==> config.mk <==
export PLATFORM = sky130hd
export DESIGN_NAME = one_wire_bus_master
export DESIGN_NICKNAME = d
export VERILOG_FILES = /design/src/hdl/owbm_pkg.sv /design/src/hdl/one_wire_bus_master.sv
export SDC_FILE = /design/constraint.sdc
export NUM_CORES = 1
export LEC_CHECK = 0
export BUFFER_PORTS_ARGS = -buffer_cell sky130_fd_sc_hd__buf_4
export CAP_MARGIN = 15
export CORE_MARGIN = 4
export CORE_UTILIZATION = 55
export CTS_BUF_LIST = sky130_fd_sc_hd__clkbuf_8
export CTS_CLUSTER_DIAMETER = 80
export CTS_CLUSTER_SIZE = 8
export DETAILED_ROUTE_END_ITERATION = 10
export PLACE_DENSITY = 0.72
export SYNTH_ARGS = -nofsm -noshare
export SYNTH_HDL_FRONTEND = slang
export SYNTH_SLANG_ARGS = --single-unit
==> constraint.sdc <==
create_clock -name clk -period 16.8 [get_ports clk]
set_input_delay 1.68 -clock clk [delete_from_list [all_inputs] [get_ports clk]]
set_output_delay 1.68 -clock clk [all_outputs]
set_load 0.05 [all_outputs]
==> src/hdl/owbm_pkg.sv <==
`timescale 1ns / 1ps
// ----------------------------------------------------------------------------
// owbm_pkg
// Shared types and constants for the 1-Wire bus master: command and result
// transaction payloads, command codes and timing register indexes.
// ----------------------------------------------------------------------------
package owbm_pkg;

  localparam int unsigned TIMER_BITS_DEF    = 16;
  localparam int unsigned MAX_READ_BITS_DEF = 64;

  localparam int unsigned CFG_DATA_W    = 16;
  localparam int unsigned NUM_REGS      = 8;
  localparam int unsigned REG_IDX_W     = 3;
  localparam int unsigned RX_DATA_W     = 64;
  localparam int unsigned READ_CNT_W    = 7;
  localparam int unsigned BITS_PER_BYTE = 8;

  // command codes
  localparam logic [1:0] FUNC_NONE  = 2'd0;
  localparam logic [1:0] FUNC_RESET = 2'd1;
  localparam logic [1:0] FUNC_WRITE = 2'd2;
  localparam logic [1:0] FUNC_READ  = 2'd3;

  // timing register indexes
  localparam logic [REG_IDX_W-1:0] REG_RESET_LOW  = 3'd0;
  localparam logic [REG_IDX_W-1:0] REG_PRES_SAMP  = 3'd1;
  localparam logic [REG_IDX_W-1:0] REG_PRES_HOLD  = 3'd2;
  localparam logic [REG_IDX_W-1:0] REG_W1_LOW     = 3'd3;
  localparam logic [REG_IDX_W-1:0] REG_SLOT       = 3'd4;
  localparam logic [REG_IDX_W-1:0] REG_RD_LOW     = 3'd5;
  localparam logic [REG_IDX_W-1:0] REG_RD_SAMPLE  = 3'd6;
  localparam logic [REG_IDX_W-1:0] REG_RECOVERY   = 3'd7;

  // register reset values, same order as the indexes above
  localparam logic [CFG_DATA_W-1:0] RESET_LOW_DEF  = 16'd34560;
  localparam logic [CFG_DATA_W-1:0] PRES_SAMP_DEF  = 16'd4320;
  localparam logic [CFG_DATA_W-1:0] PRES_HOLD_DEF  = 16'd30240;
  localparam logic [CFG_DATA_W-1:0] W1_LOW_DEF     = 16'd1080;
  localparam logic [CFG_DATA_W-1:0] SLOT_DEF       = 16'd4320;
  localparam logic [CFG_DATA_W-1:0] RD_LOW_DEF     = 16'd72;
  localparam logic [CFG_DATA_W-1:0] RD_SAMPLE_DEF  = 16'd864;
  localparam logic [CFG_DATA_W-1:0] RECOVERY_DEF   = 16'd72;

  typedef struct packed {
    logic [1:0]            func;
    logic [7:0]            tx_byte;
    logic [READ_CNT_W-1:0] read_count;
    logic                  line_level;
  } cmd_t;

  typedef struct packed {
    logic                 drive_low;
    logic                 busy_res;
    logic                 done_res;
    logic                 presence;
    logic [RX_DATA_W-1:0] rx_data;
  } res_t;

endpackage

==> src/hdl/one_wire_bus_master.sv <==
`timescale 1ns / 1ps
// ----------------------------------------------------------------------------
// one_wire_bus_master
// 1-Wire bus master stepped once per tick: reset/presence, byte write and
// multi-bit read sequences driven by eight programmable timing registers.
// ----------------------------------------------------------------------------
// Each command transaction is one timer tick: it carries an optional command
// (none, reset with presence detect, write byte, read 1..MAX_READ_BITS bits)
// and the bus level sampled on that tick. The block takes one transaction
// every clock cycle while cmd_stall is low and returns exactly one result
// transaction for it from a result register backed by a one-entry skid
// stage; the command side stalls only while that skid stage is full, so it
// is held while a result stall lasts and runs back to back otherwise. The
// sequencer state advances by one step per accepted transaction, so bus
// timing is counted in accepted transactions, not clock cycles. Commands
// that arrive while a sequence runs, including on the tick it completes, are
// dropped. The eight timing registers are written through the cfg port
// (always ready); the user must write them only while the block is idle,
// which the block itself does not enforce. Values are truncated to TIMER_BITS,
// and a zero in any register except recovery acts as one. rx_data holds the
// bits of the last read, first bit in bit 0, filled live as the read progresses.
module one_wire_bus_master
  import owbm_pkg::*;
#(
  parameter int unsigned MAX_READ_BITS = MAX_READ_BITS_DEF,  // 8..64
  parameter int unsigned TIMER_BITS    = TIMER_BITS_DEF      // 8..32
) (
  input  logic                  clk,
  input  logic                  rst,
  // command transactions
  input  logic                  cmd_valid,
  output logic                  cmd_stall,
  input  cmd_t                  cmd_data,
  // result transactions
  output logic                  res_valid,
  input  logic                  res_stall,
  output res_t                  res_data,
  // timing register writes
  input  logic                  cfg_valid,
  output logic                  cfg_ready,
  input  logic [REG_IDX_W-1:0]  cfg_index,
  input  logic [CFG_DATA_W-1:0] cfg_data
);

  // bit counter must hold both MAX_READ_BITS and a full byte
  localparam int unsigned BIT_W = $clog2(MAX_READ_BITS + 1);
  localparam int unsigned IDX_W = $clog2(MAX_READ_BITS);

  typedef enum logic [2:0] {
    PH_IDLE,
    PH_RST_LOW,
    PH_RST_WAIT,
    PH_RST_HOLD,
    PH_WR_SLOT,
    PH_WR_REC,
    PH_RD_SLOT,
    PH_RD_REC
  } phase_t;

  // --------------------------------------------------------------------------
  // Timing registers
  // --------------------------------------------------------------------------
  logic [TIMER_BITS-1:0] cfg_regs [NUM_REGS];
  logic [TIMER_BITS-1:0] t_eff    [NUM_REGS];

  assign cfg_ready = 1'b1;

  always_ff @(posedge clk) begin
    if (rst) begin
      cfg_regs[REG_RESET_LOW] <= TIMER_BITS'(RESET_LOW_DEF);
      cfg_regs[REG_PRES_SAMP] <= TIMER_BITS'(PRES_SAMP_DEF);
      cfg_regs[REG_PRES_HOLD] <= TIMER_BITS'(PRES_HOLD_DEF);
      cfg_regs[REG_W1_LOW]    <= TIMER_BITS'(W1_LOW_DEF);
      cfg_regs[REG_SLOT]      <= TIMER_BITS'(SLOT_DEF);
      cfg_regs[REG_RD_LOW]    <= TIMER_BITS'(RD_LOW_DEF);
      cfg_regs[REG_RD_SAMPLE] <= TIMER_BITS'(RD_SAMPLE_DEF);
      cfg_regs[REG_RECOVERY]  <= TIMER_BITS'(RECOVERY_DEF);
    end else if (cfg_valid && cfg_ready) begin
      cfg_regs[cfg_index] <= TIMER_BITS'(cfg_data);
    end
  end

  // zero means one, except recovery where zero skips the gap
  always_comb begin
    for (int i = 0; i < NUM_REGS; i++) begin
      if (i != int'(REG_RECOVERY) && cfg_regs[i] == '0) begin
        t_eff[i] = TIMER_BITS'(1);
      end else begin
        t_eff[i] = cfg_regs[i];
      end
    end
  end

  // --------------------------------------------------------------------------
  // Sequencer state
  // --------------------------------------------------------------------------
  phase_t                   phase, phase_next;
  logic [TIMER_BITS-1:0]    tick_count, tick_next, tick_inc;
  logic [BIT_W-1:0]         bit_index, bit_next;
  logic [BIT_W-1:0]         bits_wanted, wanted_next;
  logic [7:0]               send_shift, send_next;
  logic [MAX_READ_BITS-1:0] receive_shift, recv_next;
  logic                     presence_flag, pres_next;
  logic                     done_next;
  logic                     drive_next;
  logic [READ_CNT_W-1:0]    read_n;
  res_t                     res_next;

  logic cmd_fire, res_fire;
  res_t skid_data;
  logic skid_valid;

  assign cmd_fire  = cmd_valid && !cmd_stall;
  assign res_fire  = res_valid && !res_stall;
  assign cmd_stall = skid_valid;

  // clamp of the requested read length
  always_comb begin
    if (cmd_data.read_count == '0) begin
      read_n = READ_CNT_W'(1);
    end else if (cmd_data.read_count > READ_CNT_W'(MAX_READ_BITS)) begin
      read_n = READ_CNT_W'(MAX_READ_BITS);
    end else begin
      read_n = cmd_data.read_count;
    end
  end

  // one tick of the sequencer
  always_comb begin
    phase_next  = phase;
    tick_next   = tick_count;
    bit_next    = bit_index;
    wanted_next = bits_wanted;
    send_next   = send_shift;
    recv_next   = receive_shift;
    pres_next   = presence_flag;
    done_next   = 1'b0;
    tick_inc    = tick_count + 1'b1;

    case (phase)
      PH_IDLE: begin
        case (cmd_data.func)
          FUNC_RESET: begin
            phase_next = PH_RST_LOW;
            tick_next  = '0;
          end
          FUNC_WRITE: begin
            send_next  = cmd_data.tx_byte;
            bit_next   = '0;
            phase_next = PH_WR_SLOT;
            tick_next  = '0;
          end
          FUNC_READ: begin
            wanted_next = BIT_W'(read_n);
            bit_next    = '0;
            recv_next   = '0;
            phase_next  = PH_RD_SLOT;
            tick_next   = '0;
          end
          default: begin
          end
        endcase
      end
      PH_RST_LOW: begin
        tick_next = tick_inc;
        if (tick_inc >= t_eff[REG_RESET_LOW]) begin
          phase_next = PH_RST_WAIT;
          tick_next  = '0;
        end
      end
      PH_RST_WAIT: begin
        tick_next = tick_inc;
        if (tick_inc >= t_eff[REG_PRES_SAMP]) begin
          pres_next  = !cmd_data.line_level;  // device pulls low
          phase_next = PH_RST_HOLD;
          tick_next  = '0;
        end
      end
      PH_RST_HOLD: begin
        tick_next = tick_inc;
        if (tick_inc >= t_eff[REG_PRES_HOLD]) begin
          phase_next = PH_IDLE;
          done_next  = 1'b1;
        end
      end
      PH_WR_SLOT: begin
        tick_next = tick_inc;
        if (tick_inc >= t_eff[REG_SLOT]) begin
          send_next = send_shift >> 1;
          bit_next  = bit_index + 1'b1;
          tick_next = '0;
          if (t_eff[REG_RECOVERY] != '0) begin
            phase_next = PH_WR_REC;
          end else if (bit_next >= BIT_W'(BITS_PER_BYTE)) begin
            phase_next = PH_IDLE;
            tick_next  = tick_inc;
            done_next  = 1'b1;
          end
        end
      end
      PH_WR_REC: begin
        tick_next = tick_inc;
        if (tick_inc >= t_eff[REG_RECOVERY]) begin
          if (bit_index >= BIT_W'(BITS_PER_BYTE)) begin
            phase_next = PH_IDLE;
            done_next  = 1'b1;
          end else begin
            phase_next = PH_WR_SLOT;
            tick_next  = '0;
          end
        end
      end
      PH_RD_SLOT: begin
        tick_next = tick_inc;
        if (tick_inc == t_eff[REG_RD_SAMPLE]) begin
          recv_next[bit_index[IDX_W-1:0]] =
            receive_shift[bit_index[IDX_W-1:0]] | cmd_data.line_level;
        end
        if (tick_inc >= t_eff[REG_SLOT] && tick_inc >= t_eff[REG_RD_SAMPLE]) begin
          bit_next  = bit_index + 1'b1;
          tick_next = '0;
          if (t_eff[REG_RECOVERY] != '0) begin
            phase_next = PH_RD_REC;
          end else if (bit_next >= bits_wanted) begin
            phase_next = PH_IDLE;
            tick_next  = tick_inc;
            done_next  = 1'b1;
          end
        end
      end
      PH_RD_REC: begin
        tick_next = tick_inc;
        if (tick_inc >= t_eff[REG_RECOVERY]) begin
          if (bit_index >= bits_wanted) begin
            phase_next = PH_IDLE;
            done_next  = 1'b1;
          end else begin
            phase_next = PH_RD_SLOT;
            tick_next  = '0;
          end
        end
      end
      default: begin
        phase_next = PH_IDLE;
        tick_next  = tick_inc;
      end
    endcase

    // line drive for the new state
    case (phase_next)
      PH_RST_LOW: drive_next = 1'b1;
      PH_WR_SLOT: drive_next = tick_next < (send_next[0] ? t_eff[REG_W1_LOW]
                                                          : t_eff[REG_SLOT]);
      PH_RD_SLOT: drive_next = tick_next < t_eff[REG_RD_LOW];
      default:    drive_next = 1'b0;
    endcase

    res_next.drive_low = drive_next;
    res_next.busy_res  = (phase_next != PH_IDLE);
    res_next.done_res  = done_next;
    res_next.presence  = pres_next;
    res_next.rx_data   = RX_DATA_W'(recv_next);
  end

  always_ff @(posedge clk) begin
    if (rst) begin
      phase         <= PH_IDLE;
      tick_count    <= '0;
      bit_index     <= '0;
      bits_wanted   <= '0;
      send_shift    <= '0;
      receive_shift <= '0;
      presence_flag <= 1'b0;
    end else if (cmd_fire) begin
      phase         <= phase_next;
      tick_count    <= tick_next;
      bit_index     <= bit_next;
      bits_wanted   <= wanted_next;
      send_shift    <= send_next;
      receive_shift <= recv_next;
      presence_flag <= pres_next;
    end
  end

  // --------------------------------------------------------------------------
  // Result register with one-entry skid stage
  // --------------------------------------------------------------------------
  always_ff @(posedge clk) begin
    if (rst) begin
      res_valid  <= 1'b0;
      skid_valid <= 1'b0;
    end else if (skid_valid) begin
      // no command taken while the skid entry is full
      if (res_fire) begin
        res_data   <= skid_data;
        skid_valid <= 1'b0;
      end
    end else if (cmd_fire) begin
      if (!res_valid || res_fire) begin
        res_data  <= res_next;
        res_valid <= 1'b1;
      end else begin
        skid_data  <= res_next;
        skid_valid <= 1'b1;
      end
    end else if (res_fire) begin
      res_valid <= 1'b0;
    end
  end

  // --------------------------------------------------------------------------
  // Assertions
  // --------------------------------------------------------------------------
  a_skid_behind_res: assert property (@(posedge clk) disable iff (rst)
    skid_valid |-> res_valid)
    else $error("skid entry held with empty result register");

  a_cmd_gives_res: assert property (@(posedge clk) disable iff (rst)
    cmd_fire |=> res_valid)
    else $error("accepted command produced no result");

  a_done_quiet: assert property (@(posedge clk) disable iff (rst)
    (res_valid && res_data.done_res) |-> (!res_data.busy_res && !res_data.drive_low))
    else $error("done tick with line driven or busy");

  a_wr_bits: assert property (@(posedge clk) disable iff (rst)
    (phase == PH_WR_SLOT) |-> (bit_index < BIT_W'(BITS_PER_BYTE)))
    else $error("write slot past last bit");

  a_rd_bits: assert property (@(posedge clk) disable iff (rst)
    (phase == PH_RD_SLOT) |-> (bit_index < bits_wanted))
    else $error("read slot past requested count");

endmodule

==> summary.txt, run 1 <==
Run status
  – Status: complete, no violations

Drt
  – Antenna Nets Post-Route: 0
  – Wire length per cell: about 22 um
  – Overall routed net length: a little under 60,000 um
  – DR vias: 16,241
  – Drt first pass iters: 7
  – Initial DRC Count: roughly 1,700
  – Via/cell ratio: 6.17
  – DRC violations left: 0

Pwr
  – Sequential Power Share: a little over half
  – Sw frac: 28.4%
  – Clock Power Share: 33.1%
  – LEAKAGE: ~9.2 nW
  – PwrDens: 86.1 nW/um^2
  – Switching pwr: 558 uW
  – Combinational power share: between 10 and 15%
  – VDD IR max: 0.0660 mV
  – Int Power: 1.40 mW

Clock tree
  – Setup Fix Bufs, Post-CTS: 0
  – Clk sinks: ~370
  – Post_cts resized: 0
  – Worst-path clk slew: 0.07 ns
  – Clock tree buffer depth: 3
  – Number of hold buffers added after cts: 0
  – H-tree levels: 2
  – CTS tree: built
  – Clk Latency, worst-skew pair: between 0.6 and 0.7 ns
  – CTS Root Cell: clkbuf_8
  – TritonCTS buffer count: 53

GRT
  – Initial antenna violation count: 1
  – GRT overflow: 0
  – Total Routing Usage GR: around 28%
  – First-pass GRT wire length: slightly above 90,000 um
  – Vias in the first global route: 15,891
  – Pin count of the biggest net entering global routing: just over 100

Die
  – Die ar.: between 40,000 and 50,000 sq um
  – Die span in y: just over 200 um
  – Row count: 70
  – Die span in x: about 200 um
  – Num ports: 113
  – Initial Utilization: between 50% and 60%
  – Core Area: around 37,000 sq um

Setup path
  – R2r setup slk: approximately 9.8 ns
  – Setup Crit Path Kind: reg -> reg
  – WP data arrival: roughly 7.5 ns
  – CP startpoint kind: register
  – Worst reg2reg path startpoint: tick_count[0]
  – Worst Reg2Reg Path Length in Cells: 28
  – Worst-path fanout max: 27
  – Worst r2r dst: res_data[67]
  – CP required: 17.30 ns
  – Critical Path Slowest Stage Cell: dfxtp_1
  – CP endpoint: res_data[67]
  – Crit end category: register
  – CP Launch Point: tick_count[0]
  – Critical Path Max Stage Delay: around 0.67 ns

Timing
  – Setup TNS: 0 ns
  – Final Max Slew Viols: 0
  – Final Setup Violations: 0
  – Worst Setup Slack, final: approximately 9.8 ns
  – Unrepaired setup endpoints after global routing: false
  – Worst-margin pin slew: between 1 and 1.5 ns
  – Final hold viol count: 0
  – Rel. slew slack: about an eighth
  – Fin crit share: approximately two fifths
  – Max Clock Skew: between 0.04 and 0.05 ns
  – FMAX: 143 MHz
  – Final Critical Period: approximately 7.0 ns

Synthesis
  – Mean area per synthesized cell: between 10 and 15 sq um
  – Yosys reg bits: 372
  – Netlist Area Pre-Place: between 20,000 and 25,000 sq um
  – Ys flop type: edfxtp_1
  – Cell taking the most area after synthesis: edfxtp_1
  – Yosys Warn Count: 0
  – Asr flop ratio synth: 0%
  – Synth cell count leaders: 264 x edfxtp_1, 188 x nor2_1, 172 x o21ai_0, 149 x a21oi_1, 143 x ha_1
  – Seq/Total Area, Yosys: roughly half
  – Netlist cell types: 69
  – Yosys top cell area share: 38.4%
  – EDFF count, synth: about 260
  – Synth area leaders: edfxtp_1 38%, dfxtp_1 10%, ha_1 8.7%
  – Syn Nets: 2,231
  – Cells after Synth: about 2,000
  – Most common cell in the netlist: edfxtp_1

Layout
  – Antenna cell count: 0
  – Nets: about 2,300
  – Share of layout cells above drive strength 1: 13.8%
  – Final Util: just over 60%
  – Area of the multi-input gates: 9700 sq um
  – Fillers: 3,087
  – P&R area growth vs syn: 10.3%
  – Register cell area after layout: between 10,000 and 15,000 sq um

Min path
  – Hold Path Class: reg -> reg

Placed design
  – Placer Congestion: around 0.93
  – Port Buffers: 111
  – DP Worst Slack: a little under 10 ns
  – Post-DP HPWL: between 40,000 and 50,000 um

Run
  – Max Cap Viol: 0
metal layers:
metal  part of all wire, %  up-vias  track usage, %
met3                   7.0      168            4.67
met2                    47      710            46.3
met5                 0.024        -               0
li1                      -     7627               -
met4                   4.3        2            11.5
met1                    41     7734            37.2
cell type report:
| type | instances | share of cell area [%] |
|---|---|---|
| Clock buffer | 55 | 3.32 |
| Sequential cell | 372 | 44.3 |
| Multi-Input combinational cell | 1435 | 42.6 |
| Timing Repair Buffer | 134 | 4.40 |
| Inverter | 132 | 2.17 |
| Tap cell | 468 | 2.57 |
| Clock inverter | 35 | 0.659 |
per-stage QoR:
stage	std cells	hold WS (ns)	instance area (sq um)	power, mW
floorplan	2046	0.436	20700	1.23
global placement	2540	0.450	21900	1.32
detailed placement	2540	0.451	21900	1.33
CTS	2630	0.463	22800	1.97
global route	2631	0.482	22800	2.05
finish	2631	0.462	22800	1.96
kinds of logic (layout without fill, tap and decap cells):
group	count (synthesis)	count (layout)	synth area share, %
simple gates	643	643	15.4
buf+inv	239	356	4.45
xor+xnor	19	19	0.806
fa+ha+maj	143	143	8.66
mux	91	91	5.37
other cells	1	1	0.0182
flops	372	372	48.8
compound gates	538	538	16.4
worst min-delay path by stage:
stage	endpoint	slack, ns	cells after the start	from
floorplan	presence_flag	0.44	2	presence_flag
global placement	presence_flag	0.45	2	presence_flag
detailed placement	presence_flag	0.45	2	presence_flag
CTS	presence_flag	0.46	2	presence_flag
global route	presence_flag	0.48	2	presence_flag
finish	presence_flag	0.46	2	presence_flag
critical path: cells and delay by family (launching register included):
| family | cells | cell delay, ns |
|---|---|---|
| compound gates | 12 | 2.12 |
| xor+xnor | 1 | 0.23 |
| fa+ha+maj | 2 | 0.70 |
| buf+inv | 2 | 0.51 |
| flops | 1 | 0.67 |
| simple gates | 11 | 2.59 |
registers in the layout (all words and copies together) (netlist names), 7 cells and up:
signal,cells
receive_shift,64
res_data,68
cfg_regs,128
bits_wanted,7
skid_data,68
bit_index,7
tick_count,16
send_shift,8
cell usage in the layout (no fill, tap or decap), types with 63 or more instances in the layout:
master | netlist | routed
a22o_1 | 63 | 63
mux2_2 | 69 | 69
a21oi_1 | 149 | 149
o21ai_0 | 172 | 172
nand2_1 | 135 | 134
inv_1 | 129 | 160
dfxtp_1 | 108 | 108
edfxtp_1 | 264 | 264
buf_4 | 2 | 133
ha_1 | 143 | 143
and2_1 | 100 | 100
nor2_1 | 188 | 187
power by group through the flow:
| stage | Sequential [mW] | Clock (mW) | Combinational, mW |
|---|---|---|---|
| finish | 1.04 | 0.649 | 0.274 |
| global route | 1.04 | 0.702 | 0.301 |
| CTS | 1.04 | 0.662 | 0.273 |
| detailed placement | 1.06 | 0 | 0.271 |
| global placement | 1.06 | 0 | 0.265 |
| floorplan | 1.07 | 0 | 0.160 |
Power figures use the tool's default switching activity.
==> inputs of run 2 (changes only) <==
--- a/config.mk
+++ b/config.mk
@@ -5,6 +5,7 @@
 export SDC_FILE = /design/constraint.sdc
 export NUM_CORES = 1
 export LEC_CHECK = 0
+export ABC_AREA = 1
 export BUFFER_PORTS_ARGS = -buffer_cell sky130_fd_sc_hd__buf_4
 export CAP_MARGIN = 15
 export CORE_MARGIN = 4
==> constraint.sdc (replaced) <==
create_clock -name clk -period 6.9 [get_ports clk]
set_input_delay 0.69 -clock clk [delete_from_list [all_inputs] [get_ports clk]]
set_output_delay 0.69 -clock clk [all_outputs]
set_load 0.05 [all_outputs]
==> summary.txt, run 2 <==
Synthesis
  – Cell taking the most area after synthesis: edfxtp_1
  – Yosys reg bits: ~370
  – Cells after Synth: 2,443
  – Netlist cell types: 53
  – Synth cell count leaders: 491 x nand2_1, 406 x inv_1, 264 x edfxtp_1, 188 x nor2_1, 153 x a21oi_1
  – Yosys Warn Count: 0
  – Asr flop ratio synth: 0%
  – EDFF count, synth: around 260
  – Most common cell in the netlist: nand2_1
  – Seq/Total Area, Yosys: slightly below 50%
  – Syn Nets: around 2,600
  – Synth area leaders: edfxtp_1 38%, dfxtp_1 10%, nand2_1 8.8%
  – Netlist Area Pre-Place: approximately 21,000 sq um
  – Ys flop type: edfxtp_1
  – Yosys top cell area share: 37.9%
  – Mean area per synthesized cell: approximately 8.6 sq um

Pwr
  – Sequential Power Share: 49.9%
  – Clock Power Share: between 30% and 40%
  – LEAKAGE: around 11 nW
  – Switching pwr: between 1.5 and 2 mW
  – PwrDens: 229 nW/um^2
  – Total chip power: between 5 and 6 mW
  – Int Power: about 3.6 mW
  – Combinational power share: 19.9%
  – Sw frac: about a third
  – VDD IR max: roughly 0.23 mV

Timing
  – Final Critical Period: between 5 and 6 ns
  – Final Max Slew Viols: 0
  – Unrepaired setup endpoints after global routing: false
  – Worst Setup Slack, final: about 1.2 ns
  – Max Clock Skew: ~0.029 ns
  – Rel. slew slack: between 20% and 30%
  – FMAX: roughly 170 MHz
  – Final Setup Violations: 0
  – Setup TNS: 0 ns
  – Final hold viol count: 0
  – Worst-margin pin slew: 1.07 ns
  – Fin crit share: approximately 83%

Layout
  – Design Area, Final: approximately 23,000 sq um
  – Max FFs per register: 128
  – Share of layout cells above drive strength 1: between 8 and 9%
  – Commonest cells after routing, fill and taps aside: 490 x nand2_1, 446 x inv_1, 264 x edfxtp_1, 186 x nor2_1, 153 x a21oi_1
  – Biggest regs: cfg_regs (128), res_data (68), skid_data (68)
  – Nets: about 2,700
  – Final Util: 60.9%
  – Commonest non-fill, non-tap cell in the layout: nand2_1
  – Antenna cell count: 0
  – Largest Register: cfg_regs
  – Fillers: ~3,300
  – P&R area growth vs syn: 9.41%

Clock tree
  – Post_cts resized: 0
  – Worst-path clk slew: roughly 0.07 ns
  – H-tree levels: 2
  – Setup Fix Bufs, Post-CTS: 0
  – Number of hold buffers added after cts: 0
  – Clk Latency, worst-skew pair: around 0.65 ns
  – Clock tree buffer depth: 3
  – TritonCTS buffer count: 52
  – CTS Root Cell: clkbuf_8
  – CTS tree: built
  – Clk sinks: approximately 370

Setup path
  – Worst r2r dst: res_data[67]
  – Crit end category: register
  – Crit path top cell by count: nand2_1
  – Setup Crit Path Kind: reg -> reg
  – Worst reg2reg path startpoint: tick_count[1]
  – WP data arrival: around 6.3 ns
  – Critical path's top delay family: simple AND/OR/NAND/NOR gates
  – R2r setup slk: 1.15 ns
  – Worst Reg2Reg Path Length in Cells: 30
  – CP required: ~7.4 ns
  – CP startpoint kind: register
  – Critical Path Slowest Stage Cell: xor2_1
  – Critical Path Max Stage Delay: between 0.6 and 0.7 ns
  – Worst-path fanout max: 28
  – Worst path bufs/invs: 1

Placed design
  – Port Buffers: 111
  – DP Worst Slack: roughly 1.2 ns
  – Post-DP HPWL: slightly below 40,000 um
  – Placer Congestion: a little over 0.9
  – Dpl cell area: about 22,000 sq um

Die
  – Num ports: 113
  – Core Area: between 30,000 and 40,000 sq um
  – Initial Utilization: a little under three fifths
  – Row count: 71
  – Die span in x: 203 um
  – Die span in y: 203 um
  – Die ar.: ~40,000 sq um

GRT
  – Vias in the first global route: around 17,000
  – Pin count of the biggest net entering global routing: 95
  – Initial antenna violation count: 0
  – GRT overflow: 0
  – Total Routing Usage GR: around 27%
  – First-pass GRT wire length: between 80,000 and 90,000 um

Drt
  – Drt first pass iters: 5
  – Initial DRC Count: ~1,500
  – Via/cell ratio: between 5 and 6
  – DRC violations left: 0
  – Wire length per cell: 18.2 um
  – Overall routed net length: 55,900 um
  – DR vias: approximately 17,000
  – Antenna Nets Post-Route: 0

Run status
  – Status: complete, no violations

Min path
  – Min-delay src: cmd_data[6]
  – Hold Path Class: in -> reg
  – Worst hold endpoint: bits_wanted[5]
  – Hold Crit Depth: 3

Run
  – Max Cap Viol: 0
## run 2: how the worst max path moves through the flow
stage               slack (ns)  cells after the start     startpoint            to
floorplan                 0.39                      4            rst   res_data[0]
global placement          1.55                     30  tick_count[1]  res_data[67]
detailed placement        1.23                     30  tick_count[1]  res_data[67]
CTS                       1.23                     30  tick_count[1]  res_data[67]
global route              0.64                     31  tick_count[2]  res_data[67]
finish                    1.15                     30  tick_count[1]  res_data[67]
## run 2: layout make-up
type	instances	area [sq um]	area share [%]
clock buffer	52	716	3.13
clock inverter	43	208	0.908
timing repair buffer	126	946	4.13
multi-input combinational	1553	8710	38.1
inverter	418	1570	6.87
sequential	372	10100	44.1
tap	511	639	2.79
## run 2: layer usage
metal | routed length [um] | global-route usage, % | up-vias | share of wire (%)
li1 | - | - | 8482 | -
met1 | 23300 | 34.5 | 8001 | 42
met2 | 26600 | 45.3 | 702 | 48
met3 | 3780 | 3.71 | 156 | 6.8
met4 | 2280 | 11.7 | 0 | 4.1
met5 | 0 | 0 | - | 0
## run 2: through the flow
| step | hold WS (ns) | instances |
|---|---|---|
| floorplan | 0.438 | 2443 |
| global placement | 0.453 | 2980 |
| detailed placement | 0.460 | 2980 |
| CTS | 0.249 | 3075 |
| global route | 0.305 | 3075 |
| finish | 0.295 | 3075 |
## run 2: logic make-up (layout without fill, tap and decap cells)
family / count (synthesis) / after routing / synth area share, %
multiplexers: 3 / 3 / 0.162
adder cells (fa/ha/maj): 143 / 143 / 8.56
flip-flops: 372 / 372 / 48.2
XOR/XNOR: 7 / 7 / 0.293
other: 1 / 1 / 0.0179
AO/OA/AOI/OAI: 581 / 581 / 16.2
buffers and inverters: 518 / 639 / 10.3
AND/OR/NAND/NOR: 818 / 818 / 16.2
## run 2: power groups by stage
stage | Combinational [mW] | Clock (mW) | Sequential, mW
after floorplan | 0.669 | 0 | 2.72
after global placement | 0.998 | 0 | 2.65
after detailed placement | 1.03 | 0 | 2.65
after CTS | 1.03 | 1.61 | 2.61
after global routing | 1.16 | 1.72 | 2.62
final | 1.04 | 1.58 | 2.61
## run 2: worst min-delay path, delay by kind of cell
family / cells / cell delay [ns]
simple gates: 1 / 0.07
buf+inv: 1 / 0.09
compound gates: 1 / 0.06
